===== src/rtl/core/sorted_list_priority_queue_macros.svh =====
// sorted_list_priority_queue_macros.svh
// assertion macros shared by the priority queue rtl; they expect clk and rst in scope
`ifndef SORTED_LIST_PRIORITY_QUEUE_MACROS_SVH
`define SORTED_LIST_PRIORITY_QUEUE_MACROS_SVH

// condition holds on every clock edge out of reset
`define SLPQ_ASSERT_ALWAYS(lbl, cond, msg) \
  lbl: assert property (@(posedge clk) disable iff (rst) (cond)) else $error(msg);

// consequent holds in the same cycle as the antecedent
`define SLPQ_ASSERT_SAME(lbl, ante, cons, msg) \
  lbl: assert property (@(posedge clk) disable iff (rst) (ante) |-> (cons)) \
    else $error(msg);

// consequent holds in the cycle after the antecedent
`define SLPQ_ASSERT_NEXT(lbl, ante, cons, msg) \
  lbl: assert property (@(posedge clk) disable iff (rst) (ante) |=> (cons)) \
    else $error(msg);

`endif


===== src/rtl/core/slpq_pkg.sv =====
// slpq_pkg.sv
// command and status codes, data width and cell control struct for the priority queue
// no dependencies
`timescale 1ns / 1ps

package slpq_pkg;

  localparam int DATA_W  = 32;
  localparam int CMD_W   = 2;
  localparam int STAT_W  = 2;
  localparam int COUNT_W = 5;

  typedef enum logic [CMD_W-1:0] {
    CMD_INSERT = 2'd0,
    CMD_SEARCH = 2'd1,
    CMD_REMOVE = 2'd2
  } cmd_t;

  typedef enum logic [STAT_W-1:0] {
    ST_DONE  = 2'd0,
    ST_FULL  = 2'd1,
    ST_EMPTY = 2'd2
  } status_t;

  // broadcast to every cell of the row
  typedef struct packed {
    logic                     ins;
    logic                     rem;
    logic signed [DATA_W-1:0] value;
  } cell_ctrl_t;

endpackage


===== src/rtl/core/slpq_req_if.sv =====
// slpq_req_if.sv
// request channel of the priority queue: command and value with valid/ready
// depends on slpq_pkg
`timescale 1ns / 1ps

interface slpq_req_if
  import slpq_pkg::*;
();
  logic                     valid;
  logic                     ready;
  logic [CMD_W-1:0]         command;
  logic signed [DATA_W-1:0] value;

  modport source (output valid, output command, output value, input ready);
  modport sink (input valid, input command, input value, output ready);
endinterface


===== src/rtl/core/slpq_rsp_if.sv =====
// slpq_rsp_if.sv
// result channel of the priority queue: status, found, popped value and count
// depends on slpq_pkg
`timescale 1ns / 1ps

interface slpq_rsp_if
  import slpq_pkg::*;
();
  logic                     valid;
  logic                     ready;
  logic [STAT_W-1:0]        status;
  logic                     found;
  logic signed [DATA_W-1:0] popped_value;
  logic [COUNT_W-1:0]       entry_count;

  modport source (output valid, output status, output found, output popped_value,
                  output entry_count, input ready);
  modport sink (input valid, input status, input found, input popped_value,
                input entry_count, output ready);
endinterface


===== src/rtl/core/slpq_cell.sv =====
// slpq_cell.sv
// one compare-and-shift cell of the sorted row: holds one entry, trades with neighbors
// depends on slpq_pkg
`timescale 1ns / 1ps

module slpq_cell
  import slpq_pkg::*;
(
  input  logic                     clk,
  input  cell_ctrl_t               ctrl,
  input  logic                     occupied,
  input  logic signed [DATA_W-1:0] left_data,
  input  logic                     left_lt,
  input  logic signed [DATA_W-1:0] right_data,
  output logic signed [DATA_W-1:0] data,
  output logic                     lt,
  output logic                     eq
);

  logic signed [DATA_W-1:0] data_next;

  // compare the held entry against the broadcast value
  assign lt = occupied && (data < ctrl.value);
  assign eq = occupied && (data == ctrl.value);

  // insert: keep if smaller, take the value at the slot boundary, else shift right
  // remove: take the right neighbor's entry
  always_comb begin
    data_next = data;
    if (ctrl.ins) begin
      if (lt) begin
        data_next = data;
      end else if (left_lt) begin
        data_next = ctrl.value;
      end else begin
        data_next = left_data;
      end
    end else if (ctrl.rem) begin
      data_next = right_data;
    end
  end

  always_ff @(posedge clk) begin
    data <= data_next;
  end

endmodule


===== src/rtl/core/sorted_list_priority_queue.sv =====
// sorted_list_priority_queue: ascending-order store of signed 32-bit values in a row of cells
// an accepted request waits in the EXEC state until the output register is free, then its result is registered there
// no new request is accepted until the held one has executed, set by the single operation register feeding the row
// a finished result may wait in the output register while the next request is accepted
// reset (synchronous): entry count clears to zero; cell contents are left unset and never read
// depends on slpq_pkg, slpq_req_if, slpq_rsp_if, slpq_cell and the macro header
`timescale 1ns / 1ps

`include "sorted_list_priority_queue_macros.svh"

module sorted_list_priority_queue
  import slpq_pkg::*;
#(
  parameter int CAPACITY = 16
) (
  input  logic       clk,
  input  logic       rst,
  slpq_req_if.sink   request,
  slpq_rsp_if.source result
);

  localparam int CW = $clog2(CAPACITY + 1);

  typedef enum logic [1:0] {
    S_IDLE = 2'b01,
    S_EXEC = 2'b10
  } state_t;

  state_t                   state;
  state_t                   state_next;
  logic [CMD_W-1:0]         cmd_q;
  logic signed [DATA_W-1:0] value_q;
  logic [CW-1:0]            count;
  logic [CW-1:0]            count_next;

  logic                     out_valid;
  logic [STAT_W-1:0]        out_status;
  logic                     out_found;
  logic signed [DATA_W-1:0] out_popped;
  logic [COUNT_W-1:0]       out_count;

  logic                     accept;
  logic                     fire;
  logic                     full;
  logic                     empty;
  cell_ctrl_t               ctrl;
  logic [STAT_W-1:0]        status_next;
  logic [CW+COUNT_W-1:0]    count_ext;

  logic signed [DATA_W-1:0] cell_data [CAPACITY];
  logic [CAPACITY-1:0]      cell_lt;
  logic [CAPACITY-1:0]      cell_eq;

  // handshake and operation timing
  assign request.ready = (state == S_IDLE);
  assign accept        = request.valid && request.ready;
  assign fire          = (state == S_EXEC) && (!out_valid || result.ready);

  assign full  = (count == CW'(CAPACITY));
  assign empty = (count == '0);

  // control broadcast to the cell row
  always_comb begin
    ctrl.value = value_q;
    ctrl.ins   = fire && (cmd_q == CMD_INSERT) && !full;
    ctrl.rem   = fire && (cmd_q == CMD_REMOVE) && !empty;
  end

  // row of cells
  for (genvar i = 0; i < CAPACITY; i++) begin : g_cell
    localparam logic [CW-1:0] IDX = CW'(i);
    logic signed [DATA_W-1:0] left_data;
    logic                     left_lt;
    logic signed [DATA_W-1:0] right_data;

    if (i == 0) begin : g_head
      assign left_data = value_q;
      assign left_lt   = 1'b1;
    end else begin : g_body
      assign left_data = cell_data[i-1];
      assign left_lt   = cell_lt[i-1];
    end

    if (i == CAPACITY - 1) begin : g_tail
      assign right_data = cell_data[i];
    end else begin : g_inner
      assign right_data = cell_data[i+1];
    end

    slpq_cell u_cell (
      .clk        (clk),
      .ctrl       (ctrl),
      .occupied   (count > IDX),
      .left_data  (left_data),
      .left_lt    (left_lt),
      .right_data (right_data),
      .data       (cell_data[i]),
      .lt         (cell_lt[i]),
      .eq         (cell_eq[i])
    );
  end

  // status and count update
  always_comb begin
    status_next = ST_DONE;
    count_next  = count;
    case (cmd_q)
      CMD_INSERT: begin
        if (full) begin
          status_next = ST_FULL;
        end else begin
          count_next = count + 1'b1;
        end
      end
      CMD_REMOVE: begin
        if (empty) begin
          status_next = ST_EMPTY;
        end else begin
          count_next = count - 1'b1;
        end
      end
      default: begin
        status_next = ST_DONE;
      end
    endcase
  end

  assign count_ext = {{COUNT_W{1'b0}}, count_next};

  // state machine
  always_comb begin
    state_next = state;
    case (state)
      S_IDLE: begin
        if (accept) begin
          state_next = S_EXEC;
        end
      end
      S_EXEC: begin
        if (fire) begin
          state_next = S_IDLE;
        end
      end
      default: begin
        state_next = S_IDLE;
      end
    endcase
  end

  // control registers
  always_ff @(posedge clk) begin
    if (rst) begin
      state     <= S_IDLE;
      count     <= '0;
      out_valid <= 1'b0;
    end else begin
      state <= state_next;
      if (fire) begin
        count     <= count_next;
        out_valid <= 1'b1;
      end else if (result.ready) begin
        out_valid <= 1'b0;
      end
    end
  end

  // request hold register
  always_ff @(posedge clk) begin
    if (accept) begin
      cmd_q   <= request.command;
      value_q <= request.value;
    end
  end

  // output register
  always_ff @(posedge clk) begin
    if (fire) begin
      out_status <= status_next;
      out_found  <= (cmd_q == CMD_SEARCH) && (|cell_eq);
      out_popped <= ctrl.rem ? cell_data[0] : '0;
      out_count  <= count_ext[COUNT_W-1:0];
    end
  end

  assign result.valid        = out_valid;
  assign result.status       = out_status;
  assign result.found        = out_found;
  assign result.popped_value = out_popped;
  assign result.entry_count  = out_count;

  // checks
  `SLPQ_ASSERT_ALWAYS(a_count_bound, count <= CW'(CAPACITY), "entry count above capacity")
  `SLPQ_ASSERT_NEXT(a_accept_exec, accept, state == S_EXEC, "accepted request not executing")
  `SLPQ_ASSERT_NEXT(a_count_hold, !fire, $stable(count), "count changed without an operation")
  `SLPQ_ASSERT_SAME(a_full_flag, out_valid && (out_status == ST_FULL), full,
                    "full status while store not full")
  `SLPQ_ASSERT_SAME(a_fire_room, fire, !out_valid || result.ready,
                    "result overwritten before taken")

endmodule

===== src/flat_wrapper.sv =====
// flat-port wrapper written by rule: the top's interface ports become plain ports
module sorted_list_priority_queue_flat import slpq_pkg::*;
#(
  parameter int CAPACITY = 16
)
  (clk, rst, request_valid, request_command, request_value, request_ready, result_valid, result_status, result_found, result_popped_value, result_entry_count, result_ready);
  slpq_req_if request_i ();
  slpq_rsp_if result_i ();
  input  logic clk;
  input  logic rst;
  input wire logic [$bits(request_i.valid)-1:0] request_valid;
  input wire logic [$bits(request_i.command)-1:0] request_command;
  input wire logic [$bits(request_i.value)-1:0] request_value;
  output wire logic [$bits(request_i.ready)-1:0] request_ready;
  output wire logic [$bits(result_i.valid)-1:0] result_valid;
  output wire logic [$bits(result_i.status)-1:0] result_status;
  output wire logic [$bits(result_i.found)-1:0] result_found;
  output wire logic [$bits(result_i.popped_value)-1:0] result_popped_value;
  output wire logic [$bits(result_i.entry_count)-1:0] result_entry_count;
  input wire logic [$bits(result_i.ready)-1:0] result_ready;
  assign request_i.valid = request_valid;
  assign request_i.command = request_command;
  assign request_i.value = request_value;
  assign request_ready = request_i.ready;
  assign result_valid = result_i.valid;
  assign result_status = result_i.status;
  assign result_found = result_i.found;
  assign result_popped_value = result_i.popped_value;
  assign result_entry_count = result_i.entry_count;
  assign result_i.ready = result_ready;
  sorted_list_priority_queue #(.CAPACITY(CAPACITY)) u_core (.clk(clk), .rst(rst), .request(request_i), .result(result_i));
endmodule

===== config.mk =====
export PLATFORM = sky130hd
export DESIGN_NAME = sorted_list_priority_queue_flat
export DESIGN_NICKNAME = d
export VERILOG_FILES = /design/src/rtl/core/slpq_pkg.sv /design/src/rtl/core/slpq_req_if.sv /design/src/rtl/core/slpq_rsp_if.sv /design/src/rtl/core/slpq_cell.sv /design/src/rtl/core/sorted_list_priority_queue.sv /design/src/flat_wrapper.sv
export VERILOG_INCLUDE_DIRS = /design/src /design/src/rtl/core
export SDC_FILE = /design/constraint.sdc
export NUM_CORES = 2
export LEC_CHECK = 0
export ABC_AREA = 1
export BUFFER_PORTS_ARGS = -buffer_cell sky130_fd_sc_hd__buf_2
export CAP_MARGIN = 30
export CORE_AREA = 2 2 282 284
export CTS_CLUSTER_SIZE = 25
export DETAILED_ROUTE_END_ITERATION = 6
export DIE_AREA = 0 0 284 286
export PLACE_DENSITY = 0.8
export SLEW_MARGIN = 10
export SYNTH_ARGS = -nofsm -noshare
export SYNTH_HDL_FRONTEND = slang
export SYNTH_SLANG_ARGS = --single-unit

===== constraint.sdc =====
create_clock -name clk -period 6 [get_ports clk]
set_clock_uncertainty 0.2 [all_clocks]
set_input_delay 1.2 -clock clk [delete_from_list [all_inputs] [get_ports clk]]
set_output_delay 1.2 -clock clk [all_outputs]
set_load 0.02 [all_outputs]

==> impl_metrics.ini <==
[die]
die_y_um = 286
num_rows = 103
core_area_mm2 = 0.0784
io_pins = 80
floorplan.initialDensity = 0.573
die_w_um = 284
dieArea_mm2 = 0.0812

[global_route]
antenna_found_initial = 1
busiest_layer = met2
grt_pass1_wl_mm = 226
grt_pass1_vias = 41083
use_met3 = 0.0695
overflow = 0
grt_usage = 0.353
grt_max_degree = 150
use_met1 = 0.442
gr-usage-met2 = 0.564

[detailed_routing]
avgViaCountPerCell = 6.25
vias = 43018
drt_iter0_drc = 5920
avgRoutedWirePerCell_um = 21.3
dr.pass1.iters = 7
ant_nets = 0
drt_wl_total_mm = 147
remaining_drc_errors = 1

[setup_path]
arrival_ns = 5.31
worst_ep_required_time_ns = 6.11
crit_top_cell = nand2_1
crit_path_start_kind = flop
slowest_stage = nand4_2
max_stage_delay_ns = 0.72
path_cells = clkinv_1, ha_1, a21oi_1, nor2_1, nor2_1, nand2_1, a21oi_1, nand4_2, nand3_4, nand2_1, nand2_1, buf_4
worstSetupEndpointType = flop
critPathKind = reg -> reg
worstPathMaxFanout = 33

[logic_synthesis]
ys_seq_area_frac = 0.396
synth_flop_cell = edfxtp_1
synth_seq_cells = 594
synth.avg_cell_area_um2 = 7.75
synth_edf_count = 586
synth_fp_nets = 6346
ys_types = 41
async_flop_share = 0
synthCells = 5791
syn_area_mm2 = 0.0449
yosysWarnings = 0

[place]
gp_congestion = 0.978
dp_cells = 6751
place_area_mm2 = 0.0464
io_buffer_count = 79
hpwl_mm = 105
place_ws_ns = 1.05

[flow_run]
maxCapViolations = 0

[clock_network]
cts_buffer_depth = 3
clk_pin_slew_ns = 0.06
cts_num_sinks = 594
cts_tree = built
cts_buffers = 71
cts_resized = 0
cts_max_level = 3
clock-root-buffer = clkbuf_16
postCtsSetupBuffers = 0
cts_hold_buf = 0
clkLatencyLatePin_ns = 0.65

[sta]
period_share = 0.868
max_clock_freq_mhz = 192
slew_headroom = 0.313
setup_tns_ns = 0
fin_ws_ns = 0.795
tightestPinTransition_ns = 1.03
setup_viol = 0
final-max-slew-violation-count = 0
min_period_ns = 5.21
rsz0062_at_grt = false
hold_violations = 0

[finish]
drive_gt1_frac = 0.0665
final_nets = 6332
fin_area_mm2 = 0.0487
syn_to_final_growth_pct = 8.47
num_antenna_cells = 0
final_cells = 6882

[power_and_ir_drop]
ir_drop_mv = 0.199
power_density_mw_per_mm2 = 207
p_leak_nw = 23.7
power_mw = 10.1

[hold_path]
min_path_type = reg -> reg

[status]
violations = design-rule violations
status = finished, violations left
## cell families after synthesis
| kind of cell | after synthesis | share of synthesized area |
|---|---|---|
| AOI/OAI and AO/OA | 394 | 0.0480 |
| DFF | 594 | 0.396 |
| and+or+nand+nor | 3292 | 0.321 |
| xor gates and xnor gates | 2 | 0.000390 |
| buffers and inverters | 992 | 0.0903 |
| adders and majority gates | 517 | 0.144 |
## where the power goes
part           internal [mW]  switching (mW)  leakage (nW)
sequential              4.56          0.0352          5.37
combinational          0.371           0.888          17.2
clock                   2.33            1.90          1.08
## synthesized netlist by cell type (2+ instances only)
cell type / n / share of area
clkbuf_1: 136 / 0.011
nor2_4: 2 / 0.00050
nand4_1: 484 / 0.067
buf_6: 7 / 0.0018
inv_1: 659 / 0.055
buf_2: 159 / 0.018
o21ai_0: 102 / 0.011
nor2_1: 205 / 0.017
edfxtp_1: 586 / 0.39
a21o_1: 12 / 0.0020
o211ai_1: 2 / 0.00033
dfxtp_1: 8 / 0.0036
o221ai_1: 2 / 0.00039
buf_4: 20 / 0.0033
nand3_2: 7 / 0.0016
a211oi_1: 2 / 0.00033
nor3_1: 14 / 0.0016
o21ai_2: 2 / 0.00039
nand2_2: 7 / 0.00098
nor2_2: 7 / 0.00098
and2_1: 5 / 0.00070
o21ai_1: 3 / 0.00033
o21bai_1: 10 / 0.0017
inv_2: 9 / 0.00075
nand4_2: 5 / 0.0014
nand3b_1: 3 / 0.00050
o21a_1: 31 / 0.0052
nand3_1: 501 / 0.056
nand2_1: 2048 / 0.17
nand3_4: 3 / 0.0012
a21oi_1: 224 / 0.025
ha_1: 517 / 0.14
## layer usage
| layer | up-vias | wire [µm] |
|---|---|---|
| met2 | 2940 | 66400 |
| met1 | 19846 | 53800 |
| met5 | - | 0 |
| li1 | 19546 | - |
| met3 | 686 | 16300 |
| met4 | 0 | 10300 |
## state kept, by name (all words and copies together) (netlist names)
register / cells
u_core.g_cell.left_data: 32
u_core.state: 2
u_core.result.entry_count: 5
u_core.result.found: 1
u_core.result.valid: 1
u_core.g_cell.u_cell.data: 512
u_core.result.status: 2
u_core.count: 5
u_core.result.popped_value: 32
u_core.cmd_q: 2
## per-stage QoR
stage,util,hold slack [ns]
final,0.621,0.348
after global placement,0.591,0.332
after detailed placement,0.592,0.340
after floorplan,-,0.305
after CTS,0.620,0.346
after global routing,0.621,0.386
## cell usage in the layout (no fill, tap or decap), types with 9 or more instances in the layout
master and count:
buf_4 143, clkinv_2 15, edfxtp_1 586, buf_2 79, clkinv_1 26, nor2_2 9
buf_12 10, a21o_1 12, clkbuf_1 11, nor2_1 202, o21bai_1 10, inv_2 9
nand3_1 500, inv_1 652, nor3_1 14, a21oi_1 224, clkbuf_16 71, o21a_1 31
nand2_1 2047, o21ai_0 102, ha_1 517, nand4_1 484
## final timing paths
check	to	from	depth (start not counted)	slack [ns]
max	u_core.g_cell[4].u_cell.data[7]	u_core.g_cell[0].left_data[29]	12	0.79
min	u_core.g_cell[0].u_cell.data[6]	u_core.g_cell[0].left_data[6]	2	0.35
max reg2reg	u_core.g_cell[4].u_cell.data[7]	u_core.g_cell[0].left_data[29]	12	0.79
min reg2reg	u_core.g_cell[0].u_cell.data[6]	u_core.g_cell[0].left_data[6]	2	0.35
## final cells by class
| cell class | count | area [µm²] |
|---|---|---|
| Fill cell | 6702 | 29700 |
| Multi-Input combinational cell | 4205 | 23100 |
| Sequential cell | 594 | 17800 |
| Inverter | 669 | 2520 |
| Clock buffer | 82 | 1820 |
| Timing Repair Buffer | 236 | 1780 |
| Tap cell | 1050 | 1310 |
| Clock inverter | 46 | 395 |
## critical path: cells and delay by family, from the launching register on
family | cells | cell delay (ns)
AO/OA/AOI/OAI | 2 | 0.34
adder cells (fa/ha/maj) | 1 | 0.64
buffers and inverters | 2 | 1.07
flip-flops | 1 | 0.35
AND/OR/NAND/NOR | 7 | 2.23
Power figures use the tool's default switching activity.
